<file path="config.mk">
export PLATFORM = sky130hd
export DESIGN_NAME = bitmap_id_allocator_flat
export DESIGN_NICKNAME = d
export VERILOG_FILES = /design/src/rtl/core/bia_pkg.sv /design/src/rtl/core/bia_if.sv /design/src/rtl/core/bia_ram.sv /design/src/rtl/core/bia_ffz.sv /design/src/rtl/core/bitmap_id_allocator.sv /design/src/flat_wrapper.sv
export SDC_FILE = /design/constraint.sdc
export NUM_CORES = 1
export LEC_CHECK = 0
export CAP_MARGIN = 0
export CORE_MARGIN = 2
export CORE_UTILIZATION = 55
export CTS_CLUSTER_SIZE = 10
export DETAILED_ROUTE_END_ITERATION = 8
export DONT_BUFFER_PORTS = 1
export GPL_TIMING_DRIVEN = 0
export PLACE_DENSITY = 0.69
export SYNTH_ARGS = -nofsm -noshare
export SYNTH_HDL_FRONTEND = slang
export SYNTH_SLANG_ARGS = --single-unit
</file>
<file path="constraint.sdc">
create_clock -name clock -period 3.85 [get_ports clock]
set_input_delay 0.77 -clock clock [delete_from_list [all_inputs] [get_ports clock]]
set_output_delay 0.77 -clock clock [all_outputs]
set_load 0.01 [all_outputs]
</file>
<file path="src/rtl/core/bia_pkg.sv">
// ----------------------------------------------------------------------------
// bia_pkg
// Shared constants, codes, state type, index helpers and generation helper of the id allocator.
// ----------------------------------------------------------------------------
package bia_pkg;

   localparam int ENTRIES   = 256;
   localparam int IDX_W     = $clog2(ENTRIES);
   localparam int WORD_BITS = (ENTRIES < 32) ? ENTRIES : 32;
   localparam int WORDS     = ENTRIES / WORD_BITS;
   localparam int ROW_W     = (WORDS > 1) ? $clog2(WORDS) : 1;
   localparam int BIT_W     = $clog2(WORD_BITS);
   localparam int CNT_W     = IDX_W + 1;
   localparam int ID_W      = 32;
   localparam int RSV_W     = 9;
   localparam int CSR_IDX_W = 2;
   localparam int CSR_DAT_W = 32;

   localparam logic [ROW_W-1:0] LAST_ROW = ROW_W'(WORDS - 1);
   localparam logic [ID_W-1:0]  ALL_ONES = '1;

   // request codes
   localparam logic [1:0] REQ_ALLOC = 2'd0;
   localparam logic [1:0] REQ_FREE  = 2'd1;
   localparam logic [1:0] REQ_INIT  = 2'd2;

   // status codes
   localparam logic [1:0] STAT_ALLOC = 2'd0;
   localparam logic [1:0] STAT_FULL  = 2'd1;
   localparam logic [1:0] STAT_DONE  = 2'd2;

   // register indexes
   localparam logic [CSR_IDX_W-1:0] CSR_TOP_MASK = CSR_IDX_W'(0);
   localparam logic [CSR_IDX_W-1:0] CSR_RESERVED = CSR_IDX_W'(1);

   typedef enum logic [2:0] {
      S_IDLE,
      S_SCAN,
      S_FREE_WR,
      S_INIT,
      S_FINISH
   } state_type;

   function automatic logic [ROW_W-1:0] row_of(logic [IDX_W-1:0] idx);
      logic [IDX_W:0] t;
      t = {1'b0, idx} >> BIT_W;
      return t[ROW_W-1:0];
   endfunction

   function automatic logic [BIT_W-1:0] bit_of(logic [IDX_W-1:0] idx);
      return idx[BIT_W-1:0];
   endfunction

   function automatic logic [IDX_W-1:0] make_idx(logic [ROW_W-1:0] row,
                                                 logic [BIT_W-1:0] b);
      logic [IDX_W+ROW_W-1:0] t;
      t = ((IDX_W+ROW_W)'(row) << BIT_W) | (IDX_W+ROW_W)'(b);
      return t[IDX_W-1:0];
   endfunction

   function automatic logic [ID_W-1:0] next_gen(logic [ID_W-1:0] gen,
                                                logic [ID_W-1:0] mask);
      return (gen + ID_W'(ENTRIES)) & mask;
   endfunction

endpackage

</file>
<file path="src/rtl/core/bia_if.sv">
// ----------------------------------------------------------------------------
// bia_if
// Request, response and register write channels of the id allocator.
// ----------------------------------------------------------------------------
interface bia_req_if;
   logic                      valid;
   logic                      ready;
   logic [1:0]                req_type;
   logic [bia_pkg::ID_W-1:0]  obj_id;

   modport source (output valid, output req_type, output obj_id, input ready);
   modport sink   (input valid, input req_type, input obj_id, output ready);
endinterface

interface bia_rsp_if;
   logic                      valid;
   logic                      ready;
   logic [bia_pkg::ID_W-1:0]  result_id;
   logic [1:0]                status;

   modport source (output valid, output result_id, output status, input ready);
   modport sink   (input valid, input result_id, input status, output ready);
endinterface

interface bia_csr_if;
   logic                           valid;
   logic                           ready;
   logic [bia_pkg::CSR_IDX_W-1:0]  index;
   logic [bia_pkg::CSR_DAT_W-1:0]  data;

   modport source (output valid, output index, output data, input ready);
   modport sink   (input valid, input index, input data, output ready);
endinterface

</file>
<file path="src/rtl/core/bia_ram.sv">
// ----------------------------------------------------------------------------
// bia_ram
// Generic single write port, single read port RAM with registered read.
// ----------------------------------------------------------------------------
module bia_ram #(
   parameter int WIDTH  = 32,
   parameter int DEPTH  = 8,
   parameter int ADDR_W = (DEPTH > 1) ? $clog2(DEPTH) : 1
) (
   input  logic              clock,
   input  logic              wr_en,
   input  logic [ADDR_W-1:0] wr_addr,
   input  logic [WIDTH-1:0]  wr_data,
   input  logic              rd_en,
   input  logic [ADDR_W-1:0] rd_addr,
   output logic [WIDTH-1:0]  rd_data
);

   logic [WIDTH-1:0] mem_ff [DEPTH];
   logic [WIDTH-1:0] rd_data_ff;

   always_ff @(posedge clock) begin
      if (wr_en) begin
         mem_ff[wr_addr] <= wr_data;
      end
      if (rd_en) begin
         rd_data_ff <= mem_ff[rd_addr];
      end
   end

   assign rd_data = rd_data_ff;

endmodule

</file>
<file path="src/rtl/core/bia_ffz.sv">
// ----------------------------------------------------------------------------
// bia_ffz
// Find-first-zero unit over one bitmap word, starting at a given bit.
// ----------------------------------------------------------------------------
module bia_ffz (
   input  logic [bia_pkg::WORD_BITS-1:0] word,
   input  logic [bia_pkg::BIT_W-1:0]     start,
   output logic                          found,
   output logic [bia_pkg::BIT_W-1:0]     pos
);

   logic [bia_pkg::WORD_BITS-1:0] low_mask;
   logic [bia_pkg::WORD_BITS-1:0] masked;

   assign low_mask = ~({bia_pkg::WORD_BITS{1'b1}} << start);
   assign masked   = word | low_mask;

   always_comb begin
      found = 1'b0;
      pos   = '0;
      for (int i = bia_pkg::WORD_BITS - 1; i >= 0; i--) begin
         if (!masked[i]) begin
            found = 1'b1;
            pos   = bia_pkg::BIT_W'(i);
         end
      end
   end

endmodule

</file>
<file path="src/rtl/core/bitmap_id_allocator.sv">
// allocate: accept, then scan one bitmap word per cycle through the find-first-zero unit
//   (up to 2*WORDS words over both passes), then output
// free: row read, read-modify-write, output; init: one bitmap row written per cycle
//   over all WORDS rows, then output; unused request code: straight to output
// one request in flight; a finished response waits in its own output register
// reset: map rows marked invalid (read as free), hint, generation and registers zeroed
// ----------------------------------------------------------------------------
// bitmap_id_allocator
// Bitmap id pool with generation bits, word-serial first-free search.
// ----------------------------------------------------------------------------
module bitmap_id_allocator (
   input  logic         clock,
   input  logic         reset,
   bia_req_if.sink      req_ch,
   bia_rsp_if.source    rsp_ch,
   bia_csr_if.sink      csr_ch
);

   bia_pkg::state_type                state_ff, state_in;
   logic [bia_pkg::ROW_W-1:0]         row_ff, row_in;
   logic [bia_pkg::BIT_W-1:0]         start_ff, start_in;
   logic                              pass_ff, pass_in;
   logic [bia_pkg::CNT_W-1:0]         rem_ff, rem_in;
   logic [bia_pkg::IDX_W-1:0]         hint_ff, hint_in;
   logic [bia_pkg::ID_W-1:0]          gen_ff, gen_in;
   logic [bia_pkg::ID_W-1:0]          top_mask_ff, top_mask_in;
   logic [bia_pkg::RSV_W-1:0]         reserved_ff, reserved_in;
   logic [bia_pkg::WORDS-1:0]         valid_ff, valid_in;
   logic [bia_pkg::ID_W-1:0]          res_ff, res_in;
   logic [1:0]                        stat_ff, stat_in;
   logic                              rsp_valid_ff, rsp_valid_in;
   logic [bia_pkg::ID_W-1:0]          rsp_id_ff, rsp_id_in;
   logic [1:0]                        rsp_status_ff, rsp_status_in;

   logic                              req_fire;
   logic                              rsp_free;
   logic [bia_pkg::IDX_W-1:0]         free_idx;
   logic [bia_pkg::ROW_W-1:0]         next_row;
   logic                              last_row;
   logic [bia_pkg::WORD_BITS-1:0]     word_cur;
   logic                              ffz_found;
   logic [bia_pkg::BIT_W-1:0]         ffz_pos;

   logic                              ram_wr_en;
   logic [bia_pkg::WORD_BITS-1:0]     ram_wr_data;
   logic                              ram_rd_en;
   logic [bia_pkg::ROW_W-1:0]         ram_rd_addr;
   logic [bia_pkg::WORD_BITS-1:0]     ram_rd_data;

   assign req_ch.ready     = (state_ff == bia_pkg::S_IDLE);
   assign req_fire         = req_ch.valid && req_ch.ready;
   assign csr_ch.ready     = 1'b1;
   assign rsp_ch.valid     = rsp_valid_ff;
   assign rsp_ch.result_id = rsp_id_ff;
   assign rsp_ch.status    = rsp_status_ff;
   assign rsp_free         = !rsp_valid_ff || rsp_ch.ready;

   assign free_idx = req_ch.obj_id[bia_pkg::IDX_W-1:0];
   assign last_row = (row_ff == bia_pkg::LAST_ROW);
   assign next_row = last_row ? '0 : row_ff + 1'b1;
   assign word_cur = valid_ff[row_ff] ? ram_rd_data : '0;

   bia_ram #(
      .WIDTH (bia_pkg::WORD_BITS),
      .DEPTH (bia_pkg::WORDS),
      .ADDR_W(bia_pkg::ROW_W)
   ) u_map (
      .clock  (clock),
      .wr_en  (ram_wr_en),
      .wr_addr(row_ff),
      .wr_data(ram_wr_data),
      .rd_en  (ram_rd_en),
      .rd_addr(ram_rd_addr),
      .rd_data(ram_rd_data)
   );

   bia_ffz u_ffz (
      .word (word_cur),
      .start(start_ff),
      .found(ffz_found),
      .pos  (ffz_pos)
   );

   // next state
   always_comb begin
      state_in = state_ff;
      unique case (state_ff)
         bia_pkg::S_IDLE: begin
            if (req_fire) begin
               case (req_ch.req_type)
                  bia_pkg::REQ_ALLOC: state_in = bia_pkg::S_SCAN;
                  bia_pkg::REQ_FREE:  state_in = bia_pkg::S_FREE_WR;
                  bia_pkg::REQ_INIT:  state_in = bia_pkg::S_INIT;
                  default:            state_in = bia_pkg::S_FINISH;
               endcase
            end
         end
         bia_pkg::S_SCAN: begin
            if (ffz_found || (last_row && pass_ff)) begin
               state_in = bia_pkg::S_FINISH;
            end
         end
         bia_pkg::S_FREE_WR: state_in = bia_pkg::S_FINISH;
         bia_pkg::S_INIT: begin
            if (last_row) begin
               state_in = bia_pkg::S_FINISH;
            end
         end
         bia_pkg::S_FINISH: begin
            if (rsp_free) begin
               state_in = bia_pkg::S_IDLE;
            end
         end
         default: state_in = bia_pkg::S_IDLE;
      endcase
   end

   // datapath and outputs
   always_comb begin
      row_in        = row_ff;
      start_in      = start_ff;
      pass_in       = pass_ff;
      rem_in        = rem_ff;
      hint_in       = hint_ff;
      gen_in        = gen_ff;
      top_mask_in   = top_mask_ff;
      reserved_in   = reserved_ff;
      valid_in      = valid_ff;
      res_in        = res_ff;
      stat_in       = stat_ff;
      rsp_valid_in  = rsp_valid_ff && !rsp_ch.ready;
      rsp_id_in     = rsp_id_ff;
      rsp_status_in = rsp_status_ff;
      ram_wr_en     = 1'b0;
      ram_wr_data   = '0;
      ram_rd_en     = 1'b0;
      ram_rd_addr   = next_row;

      if (csr_ch.valid) begin
         case (csr_ch.index)
            bia_pkg::CSR_TOP_MASK: top_mask_in = csr_ch.data;
            bia_pkg::CSR_RESERVED: reserved_in = csr_ch.data[bia_pkg::RSV_W-1:0];
            default: ;
         endcase
      end

      unique case (state_ff)
         bia_pkg::S_IDLE: begin
            if (req_fire) begin
               case (req_ch.req_type)
                  bia_pkg::REQ_ALLOC: begin
                     row_in      = bia_pkg::row_of(hint_ff);
                     start_in    = bia_pkg::bit_of(hint_ff);
                     pass_in     = 1'b0;
                     ram_rd_en   = 1'b1;
                     ram_rd_addr = bia_pkg::row_of(hint_ff);
                  end
                  bia_pkg::REQ_FREE: begin
                     row_in      = bia_pkg::row_of(free_idx);
                     start_in    = bia_pkg::bit_of(free_idx);
                     ram_rd_en   = 1'b1;
                     ram_rd_addr = bia_pkg::row_of(free_idx);
                  end
                  bia_pkg::REQ_INIT: begin
                     row_in  = '0;
                     hint_in = '0;
                     gen_in  = '0;
                     if (32'(reserved_ff) > 32'(bia_pkg::ENTRIES)) begin
                        rem_in = bia_pkg::CNT_W'(bia_pkg::ENTRIES);
                     end else begin
                        rem_in = bia_pkg::CNT_W'(reserved_ff);
                     end
                  end
                  default: begin
                     res_in  = '0;
                     stat_in = bia_pkg::STAT_DONE;
                  end
               endcase
            end
         end
         bia_pkg::S_SCAN: begin
            if (ffz_found) begin
               ram_wr_en       = 1'b1;
               ram_wr_data     = word_cur | (bia_pkg::WORD_BITS'(1) << ffz_pos);
               valid_in[row_ff] = 1'b1;
               res_in  = gen_ff | bia_pkg::ID_W'(bia_pkg::make_idx(row_ff, ffz_pos));
               stat_in = bia_pkg::STAT_ALLOC;
            end else if (last_row && pass_ff) begin
               res_in  = bia_pkg::ALL_ONES;
               stat_in = bia_pkg::STAT_FULL;
            end else begin
               // wrap after the first pass advances the generation
               if (last_row) begin
                  gen_in  = bia_pkg::next_gen(gen_ff, top_mask_ff);
                  pass_in = 1'b1;
               end
               row_in    = next_row;
               start_in  = '0;
               ram_rd_en = 1'b1;
            end
         end
         bia_pkg::S_FREE_WR: begin
            ram_wr_en        = 1'b1;
            ram_wr_data      = word_cur & ~(bia_pkg::WORD_BITS'(1) << start_ff);
            valid_in[row_ff] = 1'b1;
            if (bia_pkg::make_idx(row_ff, start_ff) < hint_ff) begin
               hint_in = bia_pkg::make_idx(row_ff, start_ff);
            end
            gen_in  = bia_pkg::next_gen(gen_ff, top_mask_ff);
            res_in  = '0;
            stat_in = bia_pkg::STAT_DONE;
         end
         bia_pkg::S_INIT: begin
            ram_wr_en        = 1'b1;
            valid_in[row_ff] = 1'b1;
            if (rem_ff >= bia_pkg::CNT_W'(bia_pkg::WORD_BITS)) begin
               ram_wr_data = '1;
               rem_in      = rem_ff - bia_pkg::CNT_W'(bia_pkg::WORD_BITS);
            end else begin
               ram_wr_data = ~({bia_pkg::WORD_BITS{1'b1}} << rem_ff[bia_pkg::BIT_W-1:0]);
               rem_in      = '0;
            end
            row_in  = next_row;
            res_in  = '0;
            stat_in = bia_pkg::STAT_DONE;
         end
         bia_pkg::S_FINISH: begin
            if (rsp_free) begin
               rsp_valid_in  = 1'b1;
               rsp_id_in     = res_ff;
               rsp_status_in = stat_ff;
            end
         end
         default: ;
      endcase
   end

   always_ff @(posedge clock) begin
      if (reset) begin
         state_ff     <= bia_pkg::S_IDLE;
         pass_ff      <= 1'b0;
         hint_ff      <= '0;
         gen_ff       <= '0;
         top_mask_ff  <= '0;
         reserved_ff  <= '0;
         valid_ff     <= '0;
         rsp_valid_ff <= 1'b0;
      end else begin
         state_ff     <= state_in;
         pass_ff      <= pass_in;
         hint_ff      <= hint_in;
         gen_ff       <= gen_in;
         top_mask_ff  <= top_mask_in;
         reserved_ff  <= reserved_in;
         valid_ff     <= valid_in;
         rsp_valid_ff <= rsp_valid_in;
      end
   end

   always_ff @(posedge clock) begin
      row_ff        <= row_in;
      start_ff      <= start_in;
      rem_ff        <= rem_in;
      res_ff        <= res_in;
      stat_ff       <= stat_in;
      rsp_id_ff     <= rsp_id_in;
      rsp_status_ff <= rsp_status_in;
   end

   a_accept_leaves_idle: assert property (@(posedge clock) disable iff (reset)
      req_fire |=> state_ff != bia_pkg::S_IDLE)
      else $error("request accepted but sequencer stayed idle");

   a_write_only_when_busy: assert property (@(posedge clock) disable iff (reset)
      ram_wr_en |-> (state_ff == bia_pkg::S_SCAN || state_ff == bia_pkg::S_FREE_WR ||
                     state_ff == bia_pkg::S_INIT))
      else $error("bitmap written outside scan, free or init");

   a_full_is_all_ones: assert property (@(posedge clock) disable iff (reset)
      (rsp_valid_ff && rsp_status_ff == bia_pkg::STAT_FULL) |->
         rsp_id_ff == bia_pkg::ALL_ONES)
      else $error("pool full response without all-ones id");

   a_single_result: assert property (@(posedge clock) disable iff (reset)
      (state_ff == bia_pkg::S_FINISH && rsp_free) |=> rsp_valid_ff)
      else $error("finished transaction not presented on response channel");

endmodule
</file>
<file path="src/flat_wrapper.sv">
// flat-port wrapper written by rule: the top's interface ports become plain ports
module bitmap_id_allocator_flat 
  (clock, reset, req_ch_valid, req_ch_req_type, req_ch_obj_id, req_ch_ready, rsp_ch_valid, rsp_ch_result_id, rsp_ch_status, rsp_ch_ready, csr_ch_valid, csr_ch_index, csr_ch_data, csr_ch_ready);
  bia_req_if req_ch_i ();
  bia_rsp_if rsp_ch_i ();
  bia_csr_if csr_ch_i ();
  input  logic clock;
  input  logic reset;
  input wire logic [$bits(req_ch_i.valid)-1:0] req_ch_valid;
  input wire logic [$bits(req_ch_i.req_type)-1:0] req_ch_req_type;
  input wire logic [$bits(req_ch_i.obj_id)-1:0] req_ch_obj_id;
  output wire logic [$bits(req_ch_i.ready)-1:0] req_ch_ready;
  output wire logic [$bits(rsp_ch_i.valid)-1:0] rsp_ch_valid;
  output wire logic [$bits(rsp_ch_i.result_id)-1:0] rsp_ch_result_id;
  output wire logic [$bits(rsp_ch_i.status)-1:0] rsp_ch_status;
  input wire logic [$bits(rsp_ch_i.ready)-1:0] rsp_ch_ready;
  input wire logic [$bits(csr_ch_i.valid)-1:0] csr_ch_valid;
  input wire logic [$bits(csr_ch_i.index)-1:0] csr_ch_index;
  input wire logic [$bits(csr_ch_i.data)-1:0] csr_ch_data;
  output wire logic [$bits(csr_ch_i.ready)-1:0] csr_ch_ready;
  assign req_ch_i.valid = req_ch_valid;
  assign req_ch_i.req_type = req_ch_req_type;
  assign req_ch_i.obj_id = req_ch_obj_id;
  assign req_ch_ready = req_ch_i.ready;
  assign rsp_ch_valid = rsp_ch_i.valid;
  assign rsp_ch_result_id = rsp_ch_i.result_id;
  assign rsp_ch_status = rsp_ch_i.status;
  assign rsp_ch_i.ready = rsp_ch_ready;
  assign csr_ch_i.valid = csr_ch_valid;
  assign csr_ch_i.index = csr_ch_index;
  assign csr_ch_i.data = csr_ch_data;
  assign csr_ch_ready = csr_ch_i.ready;
  bitmap_id_allocator u_core (.clock(clock), .reset(reset), .req_ch(req_ch_i), .rsp_ch(rsp_ch_i), .csr_ch(csr_ch_i));
endmodule
</file>
# After elaboration in Yosys (flattened, before gate mapping)

Memory sizes are Yosys's and may differ from the RTL's. A register that Yosys moved wholly into a read port is not among the register bits.
Cells that the tools add are included.
Widths: inputs -> output; s select.

Flip-flop bits (word level): 179
RAM bits: 256
Bits of input ports: 73
Word-level logic and storage cells: 231
Memories: 1

Memory list:

| memory              | depth | width | rd ports | clocked after memory_dff | wr ports | RTL line      | RTL |
|---|---|---|---|---|---|---|---|
| u_core.u_map.mem_ff | 8     | 32    | 1        | 1                        | 1        | bia_ram.sv:19 | `logic [WIDTH-1:0] mem_ff [DEPTH];` |

Add/subtract/negate cells: 3
Magnitude comparators: 5
Eq/ne operators: 23
Shifts and indexed selects: 4
Muxes and demuxes: 136
Bitwise operators: 11
Reductions and logical operators: 33

Operator list:

| operator              | count |
|---|---|
| $mux 32               | 12 |
| $pmux 32 s3           | 3 |
| $mux 5                | 35 |
| $not 32->32           | 3 |
| $and 32x32->32        | 2 |
| $or 32x32->32         | 2 |
| $shl 1x5->32 const A  | 2 |
| $shl 32x5->32 const A | 2 |
| $mux 1                | 48 |
| $mux 9                | 4 |
| $add 32x9->32 const B | 1 |
| $mux 8                | 4 |
| $or 32x8->32          | 1 |
| $pmux 8 s2            | 2 |
| $mux 3                | 10 |
| $pmux 3 s3            | 3 |
| $pmux 5 s2            | 2 |
| $pmux 9 s2            | 1 |
| $or 8x5->8            | 2 |
| $pmux 3 s5            | 1 |
| $ne 2x1->1 const B    | 6 |
| $ne 2x2->1 const B    | 6 |
| $reduce_and 4->1      | 3 |
| $reduce_and 6->1      | 2 |
| 34 further kinds      | 58 |

# Logic depth before layout (Yosys ltp)

Gate-level depths: netlist (run 1).

Depth in word-level cells: 40
Mapped depth: 13
Mapped depth without buffers: 10

# By module

From an unflattened synthesis (run 1), not the netlist that was laid out.

Cell total of the unflattened synthesis: 1608
Area, all modules: 20961.4 um^2

Modules (own cells, without submodules):

| module              | times used | cells each | area an instance (um^2) | sequential area each (um^2) |
|---|---|---|---|---|
| bia_ram             | 1          | 415        | 10786.6                 | 8648.3 |
| bitmap_id_allocator | 1          | 1032       | 9173.8                  | 4434.3 |
| bia_ffz             | 1          | 161        | 1001.0                  | 0.0 |

# Worst setup path before layout (run 1)

No wires, ideal clock.

Path kind: flip-flop to flip-flop
Start: reg u_core.row_ff[0] in the netlist's numbering
End: mem u_core.u_map.mem_ff[0][0], enable pin
Setup time: 0.421 ns
Arrival time: 3.642 ns
Required time: 3.429 ns
Slack: -0.213 ns
Stages on the path, launching flop included: 12
Buffers on the path: 3
Period minus slack after synthesis: 4.063 ns
Cells stage by stage: edfxtp_1 -> buf_4 -> mux2i_1 -> o22ai_2 -> buf_4 -> o21ai_0 -> a22oi_1 -> nand3_1 -> o31ai_4 -> buf_4 -> a21o_1 -> nor2_1

Cells in the longest elaborated chain, start to end: 40

Ends and longest elaborated chain:

| what                         | RTL line                   | RTL |
|---|---|---|
| start, declared              | bitmap_id_allocator.sv:20  | `logic [bia_pkg::ROW_W-1:0] row_ff, row_in;` |
| start signal, assigned       | bitmap_id_allocator.sv:261 | `row_ff <= row_in;` |
| $bmux 1 s3                   | bitmap_id_allocator.sv:61  | `assign word_cur = valid_ff[row_ff] ? ram_rd_data : '0;` |
| $mux 1 (implied by the code) | bitmap_id_allocator.sv:61  |  |
| $mux 32                      | bitmap_id_allocator.sv:61  |  |
| $or 32x32->32                | bia_ffz.sv:16              | `assign masked = word \| low_mask;` |
| $mux 1 (32 in a row)         | bia_ffz.sv:22              | `if (!masked[i]) begin` |
| $mux 1                       | bitmap_id_allocator.sv:182 | `if (ffz_found) begin` |
| $pmux 1 s2                   | bitmap_id_allocator.sv:147 | `unique case (state_ff)` |
| $mux 1                       | bia_ram.sv:23              | `if (wr_en) begin` |
| $mux 1 (implied by the code) | bia_ram.sv:24              | `mem_ff[wr_addr] <= wr_data;` |
| end, declared                | bia_ram.sv:19              |  |

Parallel ways exist; a longest one is shown, timed or not. The select of a mux whose other input is x is not followed.

# Worst setup path after layout (run 1)

Start: reg u_core.row_ff[0] in the netlist's numbering
End: mem u_core.u_map.mem_ff[5][10], data pin

Cells in the longest elaborated chain, start to end: 40
Elaborated cells on any way between the ends: 73

Ends and longest elaborated chain:

| what                             | RTL line                   | RTL |
|---|---|---|
| $bmux 1 s3 (*)                   | bitmap_id_allocator.sv:61  |  |
| $mux 1 (implied by the code) (*) | bitmap_id_allocator.sv:61  |  |
| $mux 32 (*)                      | bitmap_id_allocator.sv:61  |  |
| $or 32x32->32                    | bia_ffz.sv:16              |  |
| $mux 5 (32 in a row)             | bia_ffz.sv:22              |  |
| $shl 1x5->32                     | bitmap_id_allocator.sv:184 | `ram_wr_data = word_cur \| (bia_pkg::WORD_BITS'(1) << ffz_pos);` |
| $or 32x32->32                    | bitmap_id_allocator.sv:184 |  |
| $mux 32                          | bitmap_id_allocator.sv:182 |  |
| $pmux 32 s3 (*)                  | bitmap_id_allocator.sv:147 |  |
| via u_core.ram_wr_data, one bit  | bitmap_id_allocator.sv:45  | `logic [bia_pkg::WORD_BITS-1:0] ram_wr_data;` |

The timed path passes the listed nets; every way through them passes the cells marked *. The select of a mux whose other input is x is not followed.

==> results of run 1 <==
## state kept, by name, indices dropped and copies added, names as in the netlist, 9 cells and up
signal / cells
u_core.rem_ff: 9
u_core.res_ff: 32
u_core.gen_ff: 32
u_core.rsp_ch.result_id: 32
u_core.u_map.mem_ff: 256
u_core.top_mask_ff: 32
u_core.u_map.rd_data: 32
u_core.reserved_ff: 9
## per-stage QoR
stage | cell area [sq um] | power [W] | utilization
after floorplan | 20900 | 0.00695 | -
after global placement | 21500 | 0.00758 | 0.574
after detailed placement | 21800 | 0.00762 | 0.581
after CTS | 24100 | 0.0121 | 0.643
after global routing | 24600 | 0.0126 | 0.656
final | 24600 | 0.0122 | 0.656
## what timing repair did
item,4_1_cts,5_1_grt
gates resized for setup,126,74
setup buffers,26,31
pin swaps,22,13
gates cloned,0,2
endpoints found under the setup margin,657,612
## logic make-up (layout without fill, tap and decap cells)
logic type               after synthesis  in the layout  share of synthesized area
buffers and inverters                148            295                     0.0279
XOR/XNOR                               2              2                   0.000839
adder cells (fa/ha/maj)               17             17                     0.0101
multiplexers                          22             22                     0.0107
AND/OR/NAND/NOR                      921            921                      0.196
AO/OA/AOI/OAI                        426            426                      0.127
flip-flops                           467            467                      0.627
other                                  1              1                   0.000180
## path summary, 6_finish.rpt
path / from / endpoint / slack, ns / depth (start not counted)
max: u_core.row_ff[0]$_DFFE_PP_ / u_core.u_map.mem_ff[5][10]$_DFFE_PP_ / 0.02 / 13
max reg2reg: u_core.row_ff[0]$_DFFE_PP_ / u_core.u_map.mem_ff[5][10]$_DFFE_PP_ / 0.02 / 13
min reg2reg: u_core.res_ff[9]$_SDFFCE_PN0P_ / u_core.rsp_ch.result_id[9]$_DFFE_PP_ / 0.42 / 0
min: csr_ch_data[18] / u_core.top_mask_ff[18]$_SDFFE_PP0P_ / 0.31 / 2
## cell type report
type / instances / area [sq um]
sequential: 467 / 13100
fill: 3012 / 12900
multi-input combinational: 1389 / 7970
clock buffer: 74 / 1410
timing repair buffer: 69 / 758
tap: 511 / 639
buffer: 122 / 596
inverter: 25 / 93.8
clock inverter: 5 / 51.3
## critical path, delay by kind of cell, from the launching register on
family | cells | cell delay [ns]
simple gates | 4 | 1.28
mux | 1 | 0.27
compound gates | 4 | 0.76
buf+inv | 4 | 0.80
flops | 1 | 0.44
## cell usage after synthesis, types with 5 or more instances
| master | number | area (sq um) |
|---|---|---|
| o31ai_1 | 25 | 188 |
| nor4_1 | 7 | 43.8 |
| inv_1 | 24 | 90.1 |
| edfxtp_1 | 373 | 11200 |
| dfxtp_1 | 94 | 1880 |
| or3_1 | 7 | 43.8 |
| nand4_1 | 7 | 43.8 |
| nor3b_1 | 6 | 45.0 |
| mux2i_1 | 19 | 190 |
| buf_2 | 9 | 45.0 |
| o41ai_1 | 7 | 61.3 |
| nor2b_1 | 9 | 56.3 |
| nand2b_1 | 22 | 138 |
| a22o_1 | 18 | 158 |
| a211oi_1 | 7 | 52.6 |
| buf_1 | 9 | 33.8 |
| o211ai_1 | 6 | 45.0 |
| a22oi_1 | 13 | 97.6 |
| nand3_1 | 199 | 996 |
| ha_1 | 16 | 200 |
| o21a_1 | 8 | 60.1 |
| a21oi_1 | 123 | 616 |
| and2_1 | 24 | 150 |
| nor2_1 | 137 | 514 |
| a21o_1 | 14 | 105 |
| o21ai_0 | 120 | 601 |
| nand2_1 | 444 | 1670 |
| or2_2 | 7 | 43.8 |
| and3_1 | 13 | 81.3 |
| o21ai_1 | 16 | 80.1 |
| a31oi_1 | 16 | 100 |
| nor3_1 | 17 | 85.1 |
| nand4b_1 | 5 | 43.8 |
| clkbuf_1 | 101 | 379 |
## report_power, final
part	internal, W	switching, W
logic	0.000545	0.00137
clock network	0.00251	0.00189
registers	0.00571	0.000145
## layer usage
metal | part of all wire | track usage | vias up
li1 | - | - | 7508
met1 | 0.40 | 0.436 | 8199
met2 | 0.46 | 0.518 | 866
met3 | 0.089 | 0.0677 | 187
met4 | 0.050 | 0.159 | 2
met5 | 0.00020 | 0 | -
==> run summary, run 1 <==
flops & latches, synth = 467
standard-cell rows = 71
I/O Buffers = 0
Die Wd = 199 um
RSZ-0062 raised after global routing = yes
GP Congestion = 1.00
FMAX = 261 MHz
most common cell after layout, fill and taps aside = nand2_1
Ports = 110
Worst path max stage delay = 0.44 ns
slowest stage cell, crit path = edfxtp_1
area grow syn2layout = 17.9%
sequence of cells on the critical path = buf_6, mux2i_4, o22ai_4, or2_2, clkbuf_4, and2_1, o22ai_1, and3_1, a211oi_2, buf_4, nor2_4, o41ai_2, buf_4
max-cap violations = 0
synthesized area per cell = 10.4 sq um
Mapped Cells = 2004
Wirelength per Cell = 24.3 um
Synth warnings = 0
cell mode on critical path = buf_4
Min Hold Slack = 0.309 ns
Clock transition at path regs = 0.06 ns
final WL = 64.6 mm
post-place setup slack = -1.64 ns
Cell Count, Final, Fillers Out = 2662
nets@finish = 2216
sequential cell area fraction in the yosys report = 0.627
critical path arrival = 4.17 ns
DR vias/cell = 6.30
CTS buffer count = 53
CTS max path bufs = 3
vias in the first global route = 15700
Slew headroom = 0.370
Clock Sinks = 467
Post-synth EDFFs = 373
pin slew with the least headroom to its limit = 0.944 ns
worst setup margin = 0.0158 ns
Final setup viols = 0
setup TNS = 0 ns
die area = 39500 sq um
DRC errors left = 0
Period minus WS final = 3.83 ns
number of diodes = 0
pin count of the biggest net entering global routing = 35
Netlist cell types = 85
gr usage total = 0.328
Overflow after GRT = 0
startpoint types = register
DRT iter0 DRCs = 1807
initial core utilization = 0.557
Hold WC Path Type = input port to register
Mapped Nets = 2093
root buffer cell = clkbuf_16
cts hold-fix bufs = 0
most frequent cells in the layout = nand2_1 (442), edfxtp_1 (373), nand3_1 (196)
Die H = 199 um
hpwl dp = 44.9 mm
Post-synth ARST share = 0
Req. time, crit path = 4.19 ns
max-slew violations = 0
vias after detailed routing = 16800
Final period util = 0.996
Mapped Area = 20900 sq um
drt pass-1 iters = 6
global-route wire length before repair = 95.4 mm
# H-tree levels = 2
Worst-Skew Late Latency = 0.60 ns
Placed Cells = 2525
initial antenna violation count = 1
Final Hold Fails = 0
fraction of layout cells with a size suffix above 1 = 0.128
crit-path max FO = 10
Final ANT Viol Nets = 0
status = completed
main flop type after synthesis = edfxtp_1
Peak VDD IR = 0.398 mV
critical path type = register to register
Leak = 8.70 nW
clk_skew = 0.0199 ns
CORE AREA = 37500 sq um
P per Cell Area = 494 nW/um^2
Setup crit end kind = register
CTS tree = yes
(Power assumes the default switching activity.)
==> run 2: changes to the inputs <==
- CORE_UTILIZATION: 55 -> 45
- PLACE_DENSITY: 0.69 -> 0.58
==> run summary, run 2 (same netlist as run 1, synthesis figures left out) <==
DP Area = 21900 sq um (+0.65%)
Worst path max stage delay = 0.38 ns (-0.06 ns)
worst setup margin = 0.0490 ns (+0.0331 ns)
area grow syn2layout = 18.0%
Leak = 8.63 nW (-0.75%)
slowest stage cell, crit path = edfxtp_1
gr usage total = 0.281 (-0.0476)
clk_skew = 0.0211 ns (+0.00116 ns)
Req. time, crit path = 4.18 ns (about the same)
number of diodes = 0 (unchanged)
P per Cell Area = 502 nW/um^2 (+1.6%)
most common cell after layout, fill and taps aside = nand2_1
final WL = 67.3 mm (+4.2%)
Peak VDD IR = 0.349 mV (-12%)
standard-cell rows = 78 (+9.9%)
root buffer cell = clkbuf_16
I/O Buffers = 0 (unchanged)
CTS tree = yes
Wirelength per Cell = 24.6 um (+1.3%)
Switching Fraction = 0.278 (-0.00159)
Hold EP = u_core.top_mask_ff[12]$_SDFFE_PP0P_
Die H = 219 um (+10%)
setup TNS = 0 ns (unchanged)
Design Area, Final = 24600 sq um (+0.13%)
Placed Cells = 2616 (+3.6%)
sequence of cells on the critical path = buf_4, or2_4, o22ai_4, clkbuf_16, o21ai_2, a222oi_1, buf_4, nand3_2, o31ai_4, buf_6, o21ai_1, a311oi_2, o41ai_2, buf_4
worst reg2reg path depth = 14 (+1)
global-route wire length before repair = 99.4 mm (+4.2%)
CTS max path bufs = 3 (unchanged)
crit-path max FO = 10 (unchanged)
pin count of the biggest net entering global routing = 35 (unchanged)
Period minus WS final = 3.80 ns (-0.0331 ns)
# H-tree levels = 2 (unchanged)
Clock Sinks = 467 (unchanged)
max-slew violations = 0 (unchanged)
max-cap violations = 0 (unchanged)
drt pass-1 iters = 7 (+1)
Hold Crit Depth = 2 (unchanged)
Ports = 110 (unchanged)
Final ANT Viol Nets = 0 (unchanged)
critical path arrival = 4.13 ns (-0.04 ns)
pin slew with the least headroom to its limit = 1.29 ns (+0.344 ns)
Final setup viols = 0 (unchanged)
die area = 48100 sq um (+22%)
DRT iter0 DRCs = 1818 (+0.61%)
Reg2Reg Setup Slack = 0.05 ns (+0.03 ns)
cell-internal power = 0.00893 W (+1.9%)
GP Congestion = 0.956 (-4.6%)
CTS buffer count = 54 (+1.9%)
Top reg by flops = u_core.u_map.mem_ff
worst r2r src = u_core.row_ff[1]$_DFFE_PP_
Slew headroom = 0.136 (-0.234)
sequential power share = 0.473 (-0.008)
Final period util = 0.987 (-0.00861)
DRC errors left = 0 (unchanged)
Largest register FFs = 256 (unchanged)
Setup crit end kind = register
Clock transition at path regs = 0.06 ns (about the same)
vias in the first global route = 15500 (-1.4%)
Overflow after GRT = 0 (unchanged)
fraction of layout cells with a size suffix above 1 = 0.119 (-0.00904)
Die Wd = 219 um (+10%)
Hold WC Path Type = input port to register
CORE AREA = 45600 sq um (+22%)
DR vias/cell = 5.98 (-5.0%)
Worst-Skew Late Latency = 0.60 ns (about the same)
initial antenna violation count = 0 (-1)
clock power share = 0.374 (+0.012)
FMAX = 263 MHz (+0.87%)
hold wc startpoint = csr_ch_data[12]
most frequent cells in the layout = nand2_1 (442), edfxtp_1 (373), nand3_1 (197)
Cell Count, Final, Fillers Out = 2738 (+2.9%)
R2R Path End = u_core.u_map.mem_ff[7][6]$_DFFE_PP_
vias after detailed routing = 16400 (-2.3%)
post-place setup slack = -1.61 ns (+0.0300 ns)
cell mode on critical path = buf_4
initial core utilization = 0.458 (-0.0988)
critical path type = register to register
Comb power frac = 0.153 (-0.004)
hpwl dp = 48.4 mm (+7.7%)
Final Hold Fails = 0 (unchanged)
switching pwr = 0.00344 W (+1.1%)
status = completed
startpoint types = register
nets@finish = 2197 (-0.86%)
==> run 2: cell types whose count changed in the layout (fill, tap and decap cells not counted), moves of 3 or more <==
| cell | change |
|---|---|
| o21ai_1 | +4 |
| clkbuf_1 | +3 |
| clkbuf_16 | +3 |
| clkbuf_8 | +3 |
| buf_6 | -3 |
| o21ai_2 | -4 |
| buf_4 | -17 |
| inv_6 | -3 |
==> run 2: routing by layer <==
metal	track usage	up-vias	routed length (um)
met5	0	-	0
met4	0.0932	0	2060
met3	0.0398	117	4430
met2	0.452	693	31400
met1	0.391	8097	29500
li1	-	7466	-
==> run 2: how the worst max path moves through the flow <==
stage / start / slack [ns] / end / cells after the start
floorplan: u_core.row_ff[0]$_DFFE_PP_ / -0.21 / u_core.u_map.mem_ff[0][0]$_DFFE_PP_ / 11
global placement: u_core.row_ff[1]$_DFFE_PP_ / -2.67 / u_core.u_map.mem_ff[5][5]$_DFFE_PP_ / 11
detailed placement: u_core.row_ff[2]$_DFFE_PP_ / -1.61 / u_core.u_map.mem_ff[5][6]$_DFFE_PP_ / 12
CTS: u_core.row_ff[2]$_DFFE_PP_ / 0.03 / u_core.row_ff[0]$_DFFE_PP_ / 12
global route: u_core.row_ff[2]$_DFFE_PP_ / -0.02 / u_core.u_map.mem_ff[2][6]$_DFFE_PP_ / 14
finish: u_core.row_ff[1]$_DFFE_PP_ / 0.05 / u_core.u_map.mem_ff[7][6]$_DFFE_PP_ / 14
==> run 2: power groups by stage <==
stage / sequential, W / clock [W] / combinational, W
floorplan: 0.00588 / 0 / 0.00107
global placement: 0.00596 / 0 / 0.00167
detailed placement: 0.00596 / 0 / 0.00171
CTS: 0.00585 / 0.00470 / 0.00184
global route: 0.00587 / 0.00490 / 0.00206
finish: 0.00585 / 0.00462 / 0.00189
==> run 2: critical path, delay by kind of cell (launching register included) <==
kind | cells | cell delay (ns)
AOI/OAI and AO/OA | 7 | 1.70
buffers and inverters | 5 | 1.01
DFF | 1 | 0.38
and+or+nand+nor | 2 | 0.43
==> run 2: through the flow <==
stage | hold slack [ns] | utilization | power, W
after floorplan | 0.400 | - | 0.00695
after global placement | 0.401 | 0.475 | 0.00763
after detailed placement | 0.406 | 0.481 | 0.00767
after CTS | 0.280 | 0.535 | 0.0124
after global routing | 0.295 | 0.540 | 0.0128
final | 0.311 | 0.540 | 0.0124
==> run 2: repair_timing <==
item,CTS,global route
pin swaps,23,11
hold buffers,0,0
endpoints found under the setup margin,659,606
setup buffers,26,11
gates resized for setup,134,48
gates cloned,0,2
==> run 2: area by class of cell <==
class | instances | area [sq um]
plain buffers | 120 | 573
clock buffers | 84 | 1540
clock inverters | 2 | 37.5
fillers | 3922 | 20900
inverters | 25 | 93.8
multi-input cells | 1389 | 7910
flip-flops and latches | 467 | 13100
well taps | 600 | 751
repair buffers | 51 | 648
==> run 3: changes to the inputs <==
- CELL_PAD_IN_SITES_DETAIL_PLACEMENT: unset -> 1
- CELL_PAD_IN_SITES_GLOBAL_PLACEMENT: unset -> 1
- PLACE_DENSITY: 0.58 -> 0.71
==> run summary, run 3 (same netlist as run 1, synthesis figures left out) <==
status = complete, but fails checks
failing checks = setup timing
DR vias/cell = 6.13 (+2.6%)
drt pass-1 iters = 7 (unchanged)
hpwl dp = 52.1 mm (+7.6%)
Final period util = 1.02 (+0.0277)
Final Power = 0.0125 W (+1.3%)
Final ANT Viol Nets = 0 (unchanged)
Top reg by flops = u_core.u_map.mem_ff
area grow syn2layout = 20.4%
Die Wd = 219 um (unchanged)
GP Congestion = 0.986 (+3.1%)
CORE AREA = 45600 sq um (unchanged)
critical path arrival = 4.27 ns (+0.14 ns)
vias after detailed routing = 17000 (+3.6%)
cts hold-fix bufs = 0 (unchanged)
P per Cell Area = 499 nW/um^2 (-0.73%)
pin slew with the least headroom to its limit = 1.40 ns (+0.114 ns)
Cell Count, Final, Fillers Out = 2766 (+1.0%)
most common cell after layout, fill and taps aside = nand2_1
Hold WC Path Type = input port to register
Final Hold Fails = 0 (unchanged)
switching pwr = 0.00363 W (+5.7%)
startpoint types = register
worst reg2reg path depth = 15 (+1)
die area = 48100 sq um (unchanged)
Final setup viols = 8 (+8)
sequential power share = 0.468 (-0.005)
clock power share = 0.369 (-0.005)
FMAX = 256 MHz (-2.7%)
most frequent cells in the layout = nand2_1 (442), edfxtp_1 (373), nand3_1 (194)
root buffer cell = clkbuf_16
Comb power frac = 0.164 (+0.011)
Placed Cells = 2613 (-0.11%)
critical path type = register to register
max-cap violations = 0 (unchanged)
Slew headroom = 0.0593 (-0.0765)
Largest register FFs = 256 (unchanged)
setup TNS = -0.418 ns (-0.418 ns)
initial antenna violation count = 1 (+1)
fraction of layout cells with a size suffix above 1 = 0.145 (+0.0253)
Req. time, crit path = 4.22 ns (+0.04 ns)
max-slew violations = 0 (unchanged)
Worst-Skew Late Latency = 0.63 ns (+0.03 ns)
Fill cells = 4778 (+22%)
post-place setup slack = -1.82 ns (-0.212 ns)
initial core utilization = 0.458 (unchanged)
Setup crit end kind = register
pin count of the biggest net entering global routing = 35 (unchanged)
gr usage total = 0.309 (+0.0278)
Overflow after GRT = 0 (unchanged)
clk_skew = 0.0339 ns (+0.0128 ns)
RSZ-0062 raised after global routing = yes
cell-internal power = 0.00890 W (-0.42%)
nets@finish = 2224 (+1.2%)
CTS max path bufs = 3 (unchanged)
DRT iter0 DRCs = 1651 (-9.2%)
Ports = 110 (unchanged)
final WL = 74.6 mm (+11%)
I/O Buffers = 0 (unchanged)
global-route wire length before repair = 109 mm (+9.6%)
Clock transition at path regs = 0.06 ns (about the same)
# H-tree levels = 2 (unchanged)
crit-path max FO = 10 (unchanged)
Switching Fraction = 0.290 (+0.0120)
vias in the first global route = 17100 (+11%)
Period minus WS final = 3.91 ns (+0.107 ns)
Clock Sinks = 467 (unchanged)
DRC errors left = 0 (unchanged)
Wirelength per Cell = 27.0 um (+9.7%)
CTS buffer count = 54 (unchanged)
Die H = 219 um (unchanged)
Leak = 8.86 nW (+2.6%)
Hold Crit Depth = 2 (unchanged)
Peak VDD IR = 0.434 mV (+24%)
fin util = 0.551 (+0.0109)
worst setup margin = -0.0578 ns (-0.107 ns)
CTS tree = yes
standard-cell rows = 78 (unchanged)
[run 3: cell type report]
class / count / area (sq um) / share of cell area
Clock inverter: 6 / 72.6 / 0.00289
Timing Repair Buffer: 78 / 917 / 0.0365
Clock buffer: 80 / 1470 / 0.0585
Tap cell: 600 / 751 / 0.0299
Buffer: 120 / 613 / 0.0244
Sequential cell: 467 / 13100 / 0.521
Multi-Input combinational cell: 1389 / 8120 / 0.323
Antenna cell: 1 / 2.50 / 0.0000996
Inverter: 25 / 97.6 / 0.00388
[run 3: metal layers]
| layer | GRT usage | vias up | share of wire |
|---|---|---|---|
| met5 | 0 | - | 0 |
| li1 | - | 7526 | - |
| met2 | 0.483 | 696 | 0.46 |
| met4 | 0.106 | 0 | 0.030 |
| met3 | 0.0455 | 145 | 0.073 |
| met1 | 0.439 | 8598 | 0.44 |
[run 3: power by group through the flow]
| stage | Combinational, W | Clock [W] | Sequential [W] |
|---|---|---|---|
| after floorplan | 0.00107 | 0 | 0.00588 |
| final | 0.00205 | 0.00462 | 0.00586 |
| after global placement | 0.00171 | 0 | 0.00595 |
| after global routing | 0.00221 | 0.00485 | 0.00587 |
| after CTS | 0.00193 | 0.00467 | 0.00585 |
| after detailed placement | 0.00179 | 0 | 0.00595 |
[run 3: timing repair]
item,in CTS,in global routing
endpoints found under the setup margin,658,592
resized for setup,149,103
pin swaps,31,28
setup buffers,37,34
cloned,0,1
[run 3: final timing paths]
check                                          endpoint  slack, ns                             from
setup / recovery    u_core.u_map.mem_ff[6][6]$_DFFE_PP_      -0.06       u_core.row_ff[1]$_DFFE_PP_
hold / removal      u_core.top_mask_ff[29]$_SDFFE_PP0P_       0.28                  csr_ch_data[29]
setup reg to reg    u_core.u_map.mem_ff[6][6]$_DFFE_PP_      -0.06       u_core.row_ff[1]$_DFFE_PP_
hold reg to reg   u_core.rsp_ch.result_id[28]$_DFFE_PP_       0.41  u_core.res_ff[28]$_SDFFCE_PN0P_
[run 3: per-stage QoR]
step | hold WS (ns) | instance area (sq um)
after floorplan | 0.400 | 20900
after global placement | 0.403 | 21600
after detailed placement | 0.405 | 21900
after CTS | 0.253 | 24500
after global routing | 0.267 | 25100
final | 0.278 | 25100
[run 3: critical path, stage by stage (launching register included)]
cell and delay (ns):
edfxtp_1 0.42, buf_4 0.21, or2_4 0.28, o22ai_4 0.28, buf_8 0.18, clkbuf_4 0.21
o21ai_2 0.14, a22oi_2 0.25, buf_4 0.17, nand3_4 0.14, o31ai_4 0.32, buf_6 0.18
o21ai_1 0.09, a311oi_2 0.46, o41ai_4 0.15, buf_6 0.17
